<file path="src/rtl/tccw_pkg.sv">
package tccw_pkg;

  localparam int CODE_W  = 16;
  localparam int COLOR_W = 24;
  localparam int CELL_W  = CODE_W + COLOR_W;

  localparam logic [CODE_W-1:0] CH_TAB   = 16'd9;
  localparam logic [CODE_W-1:0] CH_LF    = 16'd10;
  localparam logic [CODE_W-1:0] CH_CR    = 16'd13;
  localparam logic [CODE_W-1:0] CH_SPACE = 16'd32;

  // Red 255 in the low byte, green 100, blue 100.
  localparam logic [COLOR_W-1:0] ERROR_COLOR = 24'h6464FF;

  localparam logic [7:0]         COLUMNS_RESET    = 8'd80;
  localparam logic [6:0]         ROWS_RESET       = 7'd24;
  localparam logic [COLOR_W-1:0] TEXT_COLOR_RESET = 24'hFFFFFF;

  typedef enum logic [1:0] {
    REG_COLUMNS    = 2'd0,
    REG_ROWS       = 2'd1,
    REG_TEXT_COLOR = 2'd2
  } reg_idx_e;

  typedef enum logic [2:0] {
    CMD_PUT,
    CMD_TAB,
    CMD_LF,
    CMD_CR,
    CMD_READ
  } cmd_kind_e;

  typedef struct packed {
    cmd_kind_e            kind;
    logic [CODE_W-1:0]    code;
    logic [COLOR_W-1:0]   color;
    logic [5:0]           rrow;
    logic [6:0]           rcol;
  } cmd_t;

  typedef struct packed {
    logic [7:0] columns;
    logic [6:0] rows;
  } geom_t;

endpackage

</file>
<file path="src/rtl/tccw_queue.sv">
module tccw_queue (
  input  logic           clk_i,
  input  logic           rst_ni,
  input  logic           push_i,
  input  tccw_pkg::cmd_t push_cmd_i,
  output logic           ready_o,
  output logic           valid_o,
  output tccw_pkg::cmd_t head_o,
  input  logic           pop_i
);
  import tccw_pkg::*;

  cmd_t       ent_q [2];
  logic       wr_ptr_q;
  logic       rd_ptr_q;
  logic [1:0] count_q;
  logic       do_push;
  logic       do_pop;

  assign ready_o = (count_q != 2'd2);
  assign valid_o = (count_q != 2'd0);
  assign head_o  = ent_q[rd_ptr_q];
  assign do_push = push_i && ready_o;
  assign do_pop  = pop_i && valid_o;

  always_ff @(posedge clk_i or negedge rst_ni) begin
    if (!rst_ni) begin
      wr_ptr_q <= 1'b0;
      rd_ptr_q <= 1'b0;
      count_q  <= 2'd0;
    end else begin
      if (do_push) begin
        wr_ptr_q <= !wr_ptr_q;
      end
      if (do_pop) begin
        rd_ptr_q <= !rd_ptr_q;
      end
      if (do_push && !do_pop) begin
        count_q <= count_q + 2'd1;
      end else if (do_pop && !do_push) begin
        count_q <= count_q - 2'd1;
      end
    end
  end

  always_ff @(posedge clk_i) begin
    if (do_push) begin
      ent_q[wr_ptr_q] <= push_cmd_i;
    end
  end

endmodule

</file>
<file path="config.mk">
export PLATFORM = sky130hd
export DESIGN_NAME = tccw_queue
export DESIGN_NICKNAME = d
export VERILOG_FILES = /design/src/rtl/tccw_pkg.sv /design/src/rtl/tccw_queue.sv
export SDC_FILE = /design/constraint.sdc
export NUM_CORES = 1
export LEC_CHECK = 0
export BUFFER_PORTS_ARGS = -buffer_cell sky130_fd_sc_hd__buf_2
export CORE_AREA = 2 2 100 102
export DETAILED_ROUTE_END_ITERATION = 7
export DIE_AREA = 0 0 102 104
export PLACE_DENSITY = 0.81
export SKIP_LAST_GASP = 1
export SLEW_MARGIN = 5
export SYNTH_ARGS = -nofsm -noshare
export SYNTH_HDL_FRONTEND = slang
export SYNTH_SLANG_ARGS = --single-unit
</file>
<file path="constraint.sdc">
create_clock -name clk_i -period 3.6 [get_ports clk_i]
set_input_delay 0.36 -clock clk_i [delete_from_list [all_inputs] [get_ports clk_i]]
set_output_delay 0.36 -clock clk_i [all_outputs]
set_load 0.005 [all_outputs]
</file>
# After elaboration in Yosys (flattened, before gate mapping)
# Memory sizes are Yosys's and may differ from the RTL's.
# Cells that the tools add are included.
[op_classes] add_sub_neg=2 n_eq_ne=1 mux=4 reduce_logical=10
[ops] cell="logical AND 1 bit" n=4
[ops] cell="logical NOT 1 bit" n=4
[ops] cell="2-to-1 mux 2 bit" n=2
[ops] cell="nonzero test 2 bit" n=2
[ops] cell="adder 2 x 1 -> 2 bit (second input constant)" n=1
[ops] cell="2-to-1 mux 1 bit" n=2
[ops] cell="inequality test 2 bit (second input constant)" n=1
[ops] cell="subtractor 2 x 1 -> 2 bit (second input constant)" n=1
[word_totals] register_bits=4 ram_bits=112 inputBits=60 output_inout_bits=58 n_memories=1
[memory_table] name="ent_q" words=2 width=56 rd=1 rd_clocked_by_memory_dff=0 write_ports=1 line_no="tccw_queue.sv:13" source="cmd_t ent_q [2];"

# Logic depth before layout (Yosys ltp)
[depth] word_depth=6 depth_mapped=7 depth_no_buf=7

# Worst setup path before layout
# No wires, ideal clock.
[synth_path] path_type="register to register" startpoint="reg count_q[0]" endpoint="mem ent_q[0][0] (netlist name) (enable)" arrival_ns=2.995 t_required_ns=3.130 setup_slack_ns=0.135 path_stages_with_launch=4 path_buffers=0 cell_sequence="dfrtp_1 > nand2b_1 > nand2_1 > nor2_1"
[synth_between] elab_chain_len=4
[synth_lines] item="from (decl)" line_no="tccw_queue.sv:16" source="logic [1:0] count_q;"
[synth_lines] item="from (signal assigned)" line_no="tccw_queue.sv:39" source="count_q <= count_q + 2'd1;"
[synth_lines] item="from (signal assigned)" line_no="tccw_queue.sv:41" source="count_q <= count_q - 2'd1;"
[synth_lines] item="inequality test 2 bit" line_no="tccw_queue.sv:20" source="assign ready_o = (count_q != 2'd2);"
[synth_lines] item="via ready_o" line_no="tccw_queue.sv:6" source="output logic ready_o,"
[synth_lines] item="logical AND 1 bit" line_no="tccw_queue.sv:23" source="assign do_push = push_i && ready_o;"
[synth_lines] item="2-to-1 mux 1 bit" line_no="tccw_queue.sv:47" source="if (do_push) begin"
[synth_lines] item="2-to-1 mux 1 bit (not written as such)" line_no="tccw_queue.sv:48" source="ent_q[wr_ptr_q] <= push_cmd_i;"
[synth_lines] item="to (decl)" line_no="tccw_queue.sv:13"
# The timed path passes the listed nets, and every way through them passes these cells.

==> flow_summary_export.csv <==
group,metric,value,unit
synth,synth.net_count,253,
finish,nFillCells,777,
routing,drc_errors,0,
synth,seq_area_frac_synth,0.7952,
placed_design,globalplace.congestion,0.6574,
pwr,p_leak,2.226,nW
die,start_util,0.4561,
synth,syn_inst,192,
placed_design,port_buffers,117,
timing,hold_viol_final,0,
cts,cts_max_path_buffers,2,
routing,wl_per_cell,14.41,um
synth,post_synth_num_cell_types,15,
die,rows,36,
die,die_y,104,um
cts,path_clk_slew,0.05,ns
setup_path,path_class,"reg -> out",
cts,clk-insertion-delay-late,0.49,ns
routing,vias_per_cell,4.485,
setup_path,rrSetupSlack,1.58,ns
die,ios,118,
finish,drive_gt1_frac,0.6113,
setup_path,cp_data_arrival_time,2.08,ns
setup_path,end_kind,"primary output",
routing,wl,6774,um
routing,drtIter0Drc,50,
setup_path,crit_required,3.24,ns
finish,n_antenna_cell,0,
cts,cts_max_level,4,
placed_design,dp_hpwl,4364,um
pwr,ir_drop,0.7239,mV
cts,cts_buffers,17,
worst_hold_path,hold_depth,1,
cts,cts.repair.resized,0,
die,core,9549,sq um
synth,synth.avg_cell_area,22.68,sq um
finish,final_nets,386,
worst_hold_path,hp-start,"push_cmd_i[13]",
die,die_x,102,um
setup_path,r2r-end,"ent_q[1][0]$_DFFE_PP_",
setup_path,r2r_cells,3,
finish,final_cells,470,
synth,synth-seq-cells,116,
global_routing,grtUsageTotal,0.1329,
timing,grt_setup_unrepaired,"no",
placed_design,dp.cells,438,
timing,skew,0.004958,ns
pwr,power.density,836.0,nW/um^2
global_routing,antenna_found_initial,0,
die,die_area,10610,sq um
timing,slew_violations,0,
global_routing,overflow,0,
global_routing,grt_pass1_vias,2192,
finish,post-route-util,0.5919,
setup_path,cp-start-kind,"flip-flop",
status,status,"complete, no violations",
timing,finalCriticalPeriod,2.437,ns
synth,syn_area,4355,sq um
timing,fmax,410.3,MHz
worst_hold_path,min_to,"ent_q[0][13]$_DFFE_PP_",
global_routing,grt_pass1_wl,10420,um
timing,setup_viol,0,
timing,holdWs,0.05545,ns
synth,ys_warn_count,0,
routing,vias,2108,
cts,cts_tree,"built",
global_routing,grt_max_degree,58,
cts,cts_root_buf,"clkbuf_8",
setup_path,worst-path-max-fanout,57,
routing,postRouteAntennaNets,0,
timing,fin_crit_sh,0.6771,
routing,dr.pass1.iters,3,
cts,clock_sinks,116,
setup_path,reg2reg_from,"count_q[0]$_DFFE_PN0P_",
timing,relSlewSlack,0.3941,
run,cap_violations,0,
timing,tightest_slew,0.9088,ns
worst_hold_path,hold_path_class,"in -> reg",
finish,area_growth,29.76,%
timing,fin_tns_setup,0,ns
[layer usage]
layer	routed length [um]	track usage	vias up
met3	420	0.04973	11
met1	2773	0.1496	1001
li1	-	-	1021
met2	3493	0.2223	75
met4	87	0.06000	0
met5	0	0	-
[state kept, by name, indices dropped and copies added, names as in the netlist]
| signal | flops |
|---|---|
| ent_q | 112 |
| count_q | 2 |
| rd_ptr_q | 1 |
| wr_ptr_q | 1 |
[cells in the final DEF (no fill, tap or decap), types with 2 or more instances in the layout]
cell	count
buf_2	117
buf_4	2
bufinv_16	3
clkbuf_1	3
clkbuf_16	16
clkinv_2	4
clkinvlp_4	3
dfrtp_1	3
edfxtp_1	112
mux2_2	26
mux2_4	30
nand2_1	2
xnor2_1	3
xor2_1	2
[cells by family (layout without fill, tap and decap cells)]
group,count (synthesis),count (layout),synth area share
XOR/XNOR,5,5,0.01006
adder cells (fa/ha/maj),1,1,0.002872
buffers and inverters,7,152,0.01350
flip-flops,116,116,0.7952
multiplexers,56,56,0.1706
AND/OR/NAND/NOR,7,7,0.007760
[layout make-up]
class / count / area, sq um / area share
multi-input cells: 69 / 842.1 / 0.1490
clock inverters: 11 / 136.4 / 0.02413
clock buffers: 20 / 425.4 / 0.07527
repair buffers: 120 / 610.6 / 0.1080
inverters: 1 / 3.754 / 0.0006642
well taps: 133 / 166.4 / 0.02944
flip-flops and latches: 116 / 3467 / 0.6135
[critical path: stages (launching register included)]
cell,delay (ns)
dfrtp_4,1.01
mux2_2,0.41
buf_2,0.12
[report_power, final]
part           switching, W  total, W  internal (W)
sequential         0.000225   0.00208       0.00185
combinational      0.000425   0.00108      0.000659
clock              0.000522   0.00156       0.00104
total               0.00117   0.00472       0.00355
[how the worst max path moves through the flow]
| stage | start | end | slack (ns) | depth (start not counted) |
|---|---|---|---|---|
| final | rd_ptr_q$_DFFE_PN0P_ | head_o[47] | 1.16 | 2 |
| after detailed placement | count_q[0]$_DFFE_PN0P_ | ent_q[1][52]$_DFFE_PP_ | 1.52 | 3 |
| after global placement | count_q[0]$_DFFE_PN0P_ | ent_q[1][52]$_DFFE_PP_ | 1.58 | 3 |
| after CTS | rd_ptr_q$_DFFE_PN0P_ | head_o[41] | 1.10 | 2 |
| after floorplan | count_q[0]$_DFFE_PN0P_ | ent_q[0][0]$_DFFE_PP_ | 0.13 | 3 |
| after global routing | rd_ptr_q$_DFFE_PN0P_ | head_o[55] | 1.05 | 2 |
[cells in the mapped netlist (all sizes together)]
| cell | number | share of area |
|---|---|---|
| edfxtp | 112 | 0.77 |
| mux2 | 56 | 0.17 |
| buf | 6 | 0.013 |
| dfrtp | 4 | 0.023 |
| xnor2 | 3 | 0.0060 |
| nand2 | 2 | 0.0017 |
| nor2 | 2 | 0.0017 |
| xor2 | 2 | 0.0040 |
| and3 | 1 | 0.0014 |
| ha | 1 | 0.0029 |
| inv | 1 | 0.00086 |
| nand2b | 1 | 0.0014 |
| or2 | 1 | 0.0014 |
[what timing repair did]
action,4_1_cts,5_1_grt
hold endpoints to repair,4,0
buffers inserted,0,0
hold buffers,1,0
[stage by stage]
step	cell area (sq um)	worst slack, ns	total power [W]
detailed placement	5080	1.517	0.003223
floorplan	4355	0.1347	0.002803
finish	5652	1.163	0.004725
CTS	5652	1.103	0.004808
global placement	5080	1.585	0.003192
global route	5652	1.050	0.004971
Note: power is estimated with default switching activity, not from simulation.
