[src/rtl/tccw_pkg.sv]
package tccw_pkg;

  localparam int CODE_W  = 16;
  localparam int COLOR_W = 24;
  localparam int CELL_W  = CODE_W + COLOR_W;

  localparam logic [CODE_W-1:0] CH_TAB   = 16'd9;
  localparam logic [CODE_W-1:0] CH_LF    = 16'd10;
  localparam logic [CODE_W-1:0] CH_CR    = 16'd13;
  localparam logic [CODE_W-1:0] CH_SPACE = 16'd32;

  // Red 255 in the low byte, green 100, blue 100.
  localparam logic [COLOR_W-1:0] ERROR_COLOR = 24'h6464FF;

  localparam logic [7:0]         COLUMNS_RESET    = 8'd80;
  localparam logic [6:0]         ROWS_RESET       = 7'd24;
  localparam logic [COLOR_W-1:0] TEXT_COLOR_RESET = 24'hFFFFFF;

  typedef enum logic [1:0] {
    REG_COLUMNS    = 2'd0,
    REG_ROWS       = 2'd1,
    REG_TEXT_COLOR = 2'd2
  } reg_idx_e;

  typedef enum logic [2:0] {
    CMD_PUT,
    CMD_TAB,
    CMD_LF,
    CMD_CR,
    CMD_READ
  } cmd_kind_e;

  typedef struct packed {
    cmd_kind_e            kind;
    logic [CODE_W-1:0]    code;
    logic [COLOR_W-1:0]   color;
    logic [5:0]           rrow;
    logic [6:0]           rcol;
  } cmd_t;

  typedef struct packed {
    logic [7:0] columns;
    logic [6:0] rows;
  } geom_t;

endpackage

[src/rtl/tccw_front.sv]
module tccw_front (
  input  logic                          clk_i,
  input  logic                          rst_ni,
  input  logic                          enable_i,
  input  logic [tccw_pkg::COLOR_W-1:0]  text_color_i,
  input  logic                          in_valid_i,
  output logic                          in_stall_o,
  input  logic                          op_i,
  input  logic [15:0]                   char_code_i,
  input  logic                          is_error_i,
  input  logic [5:0]                    read_row_i,
  input  logic [6:0]                    read_col_i,
  output logic                          push_o,
  output tccw_pkg::cmd_t                cmd_o,
  input  logic                          q_ready_i
);
  import tccw_pkg::*;

  logic  fv_q;
  cmd_t  fcmd_q;
  cmd_t  cls;
  logic  accept;

  always_comb begin
    cls.code  = char_code_i;
    cls.color = is_error_i ? ERROR_COLOR : text_color_i;
    cls.rrow  = read_row_i;
    cls.rcol  = read_col_i;
    priority if (op_i) begin
      cls.kind = CMD_READ;
    end else if (char_code_i == CH_LF) begin
      cls.kind = CMD_LF;
    end else if (char_code_i == CH_CR) begin
      cls.kind = CMD_CR;
    end else if (char_code_i == CH_TAB) begin
      cls.kind = CMD_TAB;
    end else begin
      cls.kind = CMD_PUT;
    end
  end

  assign in_stall_o = !enable_i || (fv_q && !q_ready_i);
  assign accept     = in_valid_i && !in_stall_o;
  assign push_o     = fv_q;
  assign cmd_o      = fcmd_q;

  always_ff @(posedge clk_i or negedge rst_ni) begin
    if (!rst_ni) begin
      fv_q <= 1'b0;
    end else if (accept) begin
      fv_q <= 1'b1;
    end else if (q_ready_i) begin
      fv_q <= 1'b0;
    end
  end

  always_ff @(posedge clk_i) begin
    if (accept) begin
      fcmd_q <= cls;
    end
  end

endmodule

[config.mk]
export PLATFORM = sky130hd
export DESIGN_NAME = tccw_front
export DESIGN_NICKNAME = d
export VERILOG_FILES = /design/src/rtl/tccw_pkg.sv /design/src/rtl/tccw_front.sv
export SDC_FILE = /design/constraint.sdc
export NUM_CORES = 1
export LEC_CHECK = 0
export ABC_AREA = 1
export BUFFER_PORTS_ARGS = -buffer_cell sky130_fd_sc_hd__buf_2
export CAP_MARGIN = 25
export CORE_ASPECT_RATIO = 1.5
export CORE_MARGIN = 5
export CORE_UTILIZATION = 39
export CTS_BUF_LIST = sky130_fd_sc_hd__clkbuf_4 sky130_fd_sc_hd__clkbuf_8 sky130_fd_sc_hd__clkbuf_16
export CTS_CLUSTER_DIAMETER = 60
export DETAILED_ROUTE_END_ITERATION = 8
export GPL_TIMING_DRIVEN = 0
export PLACE_DENSITY_LB_ADDON = 0.15
export SYNTH_ARGS = -nofsm -noshare
export SYNTH_HDL_FRONTEND = slang
export SYNTH_SLANG_ARGS = --single-unit
[constraint.sdc]
create_clock -name clk_i -period 3.5 [get_ports clk_i]
set_clock_uncertainty 0.15 [all_clocks]
set_input_delay 0.875 -clock clk_i [delete_from_list [all_inputs] [get_ports clk_i]]
set_output_delay 0.875 -clock clk_i [all_outputs]
set_load 0.01 [all_outputs]
# --- Yosys cells after proc, flatten, opt, wreduce, memory -nomap -nowiden ---
# Index checks and enable logic that the tools add are counted.
word_totals:
  out_inout_bits: 58
  in_bits: 60
  latch_bits: 0
  mem_bits_ro: 0
  mem_count: 0
  ramBits: 0
  wordCells: 23
  regBits: 57
classes:
  n_addsub: 0
  n_bitwise: 0
  n_lt_le_gt_ge: 0
  shifts: 0
  div_mod_pow: 0
  n_eq_ne: 3
  reduce_logical: 8
  muxes: 5
  multipliers: 0
ops:
  columns: ["cell", "count"]
  rows:
  - ["$eq A16 B4 Y1 const B", 3]
  - ["$mux W2", 2]
  - ["$logic_not A1 Y1", 3]
  - ["$mux W1", 3]
  - ["$logic_and A1 B1 Y1", 2]
  - ["$reduce_bool A2 Y1", 1]
  - ["$reduce_or A2 Y1", 1]
  - ["$logic_or A1 B1 Y1", 1]

# --- Longest topological paths before layout ---
depth:
  ltp_word: 6
  ltp_mapped: 7
  depth_no_buf: 7

# --- Worst setup path before layout ---
# OpenSTA, ideal clock, no wires.
synth_path:
  kind: "input to register"
  startpoint: "input port q_ready_i"
  endpoint: "register fcmd_q, in the netlist cmd_o[0], enable pin"
  setup_ns: 0.470
  t_required_ns: 2.880
  cell_stages: 2
  slack_ns: -0.595
  path_buffers: 0
  arrival_time_ns: 3.475
  cell_sequence: "o21ai_0 nor2_1"
synth_between:
  elab_chain_len: 5
synth_rtl:
  columns: ["item", "line", "rtl"]
  rows:
  - ["start, declared", "tccw_front.sv:15", "input logic q_ready_i"]
  - ["$logic_not A1 Y1", "tccw_front.sv:42", "assign in_stall_o = !enable_i || (fv_q && !q_ready_i);"]
  - ["$logic_and A1 B1 Y1", "tccw_front.sv:42", null]
  - ["$logic_or A1 B1 Y1", "tccw_front.sv:42", null]
  - ["$logic_not A1 Y1", "tccw_front.sv:43", "assign accept = in_valid_i && !in_stall_o;"]
  - ["$logic_and A1 B1 Y1", "tccw_front.sv:43", null]
  - ["net accept", "tccw_front.sv:22", "logic accept;"]
  - ["end signal, assigned", "tccw_front.sv:59", "fcmd_q <= cls;"]
  - ["end, declared", "tccw_front.sv:20", "cmd_t fcmd_q;"]
# The timed path passes the listed nets, and every way through them passes these cells.
# A chain may end at the register's enable or synchronous reset.

# --- Worst setup path after layout ---
layout_path:
  startpoint: "input port q_ready_i"
  endpoint: "output port in_stall_o"
layout_between:
  elab_chain_len: 3
layout_rtl:
  columns: ["item", "line", "rtl"]
  rows:
  - ["$logic_not A1 Y1", "tccw_front.sv:42", null]
  - ["$logic_and A1 B1 Y1", "tccw_front.sv:42", null]
  - ["$logic_or A1 B1 Y1", "tccw_front.sv:42", null]
  - ["end, declared", "tccw_front.sv:7", "output logic in_stall_o,"]
# No other way between the ends.

==> impl_metrics.tcl <==
set metrics [dict create \
    outcome "finished clean" \
    cts_sinks 57 \
    first_iter_violations 95 \
    synth_nets 189 \
    leakage_nw 1.32 \
    synthDistinctLibCells 13 \
    ys_seq_elements 57 \
    syn_to_final_growth_pct 47.4 \
    critPathKind "in2out" \
    finalMaxSlewViolations 0 \
    insertedDiodeCount 0 \
    switchingPower_mw 0.317 \
    grt.met1_usage_pct 11.5 \
    layout-drive-gt1-share_pct 59.1 \
    power.share.combinational_pct 7.8 \
    start_kind "input port" \
    cp_slowest_cell "o21ai_0" \
    cts_inserted_buffers 9 \
    r2r_start "push_o$_DFFE_PN0P_" \
    finalNetCount 319 \
    clockPowerShare_pct 43.6 \
    power_frac_seq_pct 48.6 \
    yosysSeqAreaShare_pct 83.7 \
    cp.arrival_ps 1620 \
    placed_area_sq_um 2770 \
    netlist_area_sq_um 2040 \
    fill_cells 471 \
    vias_per_cell 4.28 \
    die-area_sq_um 6810 \
    die_y_microns 98.6 \
    synth.area.top_cells "edfxtp_1 (82%), or2_2 (4.3%), nor2_1 (3.9%)" \
    final_cell_area_sq_um 3010 \
    row_count 32 \
    start_util_pct 39.8 \
    finalCritPeriodShare_pct 75.7 \
    syn_avg_cell_area_sq_um 15.8 \
    wirelength_microns 4250 \
    grt_antenna_before_repair 1 \
    stdcell_count 332 \
    clockRootBuffer "clkbuf_8" \
    intPower_mw 1.31 \
    grt_first_pass_wirelength_microns 6760 \
    cp.buffers_inverters 2 \
    grtUsageMet2_pct 23.5 \
    slowest_delay_ps 420 \
    max_freq_ghz 0.378 \
    swShare_pct 19.5 \
    cp-end-kind "output pin" \
    gp_routability_congestion 0.741 \
    coreArea_sq_um 5120 \
    drtAntennaViolNets 0 \
    io_pins 118 \
    postCtsHoldBufs 0 \
    worstPathCellList "buf_2 > o21ai_0 > buf_2" \
    finalSetupTns_ps 0 \
    worstPathMaxFanout 3 \
    max_slew_margin_pct 60.2 \
    r2r_cells 4 \
    dpl.hpwl_microns 3400 \
    fp.dieW_microns 69.0 \
    finalHoldViolCount 0 \
    top_usage_layer "met2" \
    use_met3_pct 5.51 \
    r2r-end "cmd_o[21]$_SDFFCE_PP0P_" \
    grt_max_degree 22 \
    port-buffer-count 117 \
    firstDrtPassIters 4 \
    grt.total_usage_pct 12.9 \
    crit_family "compound AO/OA/AOI/OAI gates" \
    yosys_warnings 0 \
    cts.path.max_buffers 2 \
    cts_setup_buffers 0 \
    cts_resized 0 \
    drc 0 \
    dp_cells 316 \
    vias 1421 \
    cts.clk_slew.worst_paths_ps 60 \
    r2r_slack_ps 1660 \
    clock_latency_ps 310 \
    hold_class "in2async" \
    setup_viol 0 \
    synthCells 129 \
    rsz0062_at_grt "no" \
    cp_data_required_time_ps 2470 \
    powerDensity_nw_per_um2 543 \
    regArea_sq_um 1710 \
    htree_levels 3 \
    post_drt_wl_per_cell_microns 12.8 \
    synth_top_area_share_pct 82.5 \
    tightest_slew_ps 596 \
    multi_input_area_sq_um 267 \
    worst_ir_drop_vdd_mv 0.358 \
    maxCapViolCount 0 \
    synth_top_area_cell "edfxtp_1" \
    period_needed_ps 2650 \
    tritoncts "done" \
    grt_pass1_vias 1504 \
    crit_top_cell "buf_2" \
    grt-ovfl-total 0 \
]
how the worst max path moves through the flow:
stage / from / to / slack (ps) / cells after the start
3_5_place_dp: q_ready_i / in_stall_o / 850 / 3
2_1_floorplan: q_ready_i / cmd_o[0]$_DFFE_PP_ / 330 / 2
5_1_grt: q_ready_i / in_stall_o / 830 / 3
4_1_cts: q_ready_i / in_stall_o / 850 / 3
3_3_place_gp: q_ready_i / cmd_o[21]$_SDFFCE_PP0P_ / -200 / 3
6_report: q_ready_i / in_stall_o / 850 / 3
synthesized netlist by cell type, drive strengths merged:
master / number
a21oi: 1
buf: 1
clkbuf: 1
dfrtp: 1
edfxtp: 56
inv: 17
nand2: 10
nor2: 25
o21ai: 2
o22ai: 1
or2: 14
layout make-up:
cell class	count	area share (%)
Sequential cell	57	56.8
Clock inverter	7	3.62
Multi-Input combinational cell	53	8.87
Tap cell	68	2.83
Clock buffer	9	4.12
Inverter	17	2.12
Buffer	2	0.333
Timing Repair Buffer	119	21.3
state kept, by name, summed over array words and instances, names as in the netlist:
signal,cells
cmd_o,56
push_o,1
kinds of logic (layout without fill, tap and decap cells):
kind of cell / count (synthesis) / in the layout / share of synthesized area, %
DFF: 57 / 57 / 83.7
and+or+nand+nor: 49 / 49 / 11.5
buffers and inverters: 19 / 154 / 3.62
AOI/OAI and AO/OA: 4 / 4 / 1.23
per-stage QoR:
step | total power [mW] | setup WS, ps | utilization (%) | hold slack [ps]
6_report | 1.63 | 851 | 58.6 | 170
5_1_grt | 1.70 | 827 | 58.6 | 153
4_1_cts | 1.65 | 851 | 58.6 | 150
3_5_place_dp | 0.938 | 851 | 54.1 | 404
3_3_place_gp | 0.927 | -204 | 52.9 | 383
2_1_floorplan | 0.859 | 332 | - | 424
placed cells by master (no fill, tap or decap):
cell type	count
clkinv_1	1
dfrtp_1	1
edfxtp_1	56
clkbuf_2	1
o22ai_1	1
clkbuf_8	9
nor2_4	2
buf_16	2
o21ai_0	2
nor2_2	3
or2_2	14
nand2_1	10
buf_2	118
nor2_1	20
clkinv_2	3
inv_1	17
bufinv_16	3
a21oi_2	1
layer usage:
| metal | wire (microns) | share of wire (%) |
|---|---|---|
| met1 | 1370 | 32 |
| met2 | 2310 | 54 |
| met3 | 459 | 11 |
| met4 | 104 | 2.4 |
| met5 | 7 | 0.16 |
power by group through the flow:
stage,Clock (mW),Sequential (mW),Combinational (mW)
2_1_floorplan,0,0.826,0.0329
3_3_place_gp,0,0.808,0.119
3_5_place_dp,0,0.807,0.131
4_1_cts,0.728,0.793,0.131
5_1_grt,0.763,0.795,0.141
6_report,0.711,0.792,0.128
Note: power is estimated with default switching activity, not from simulation.
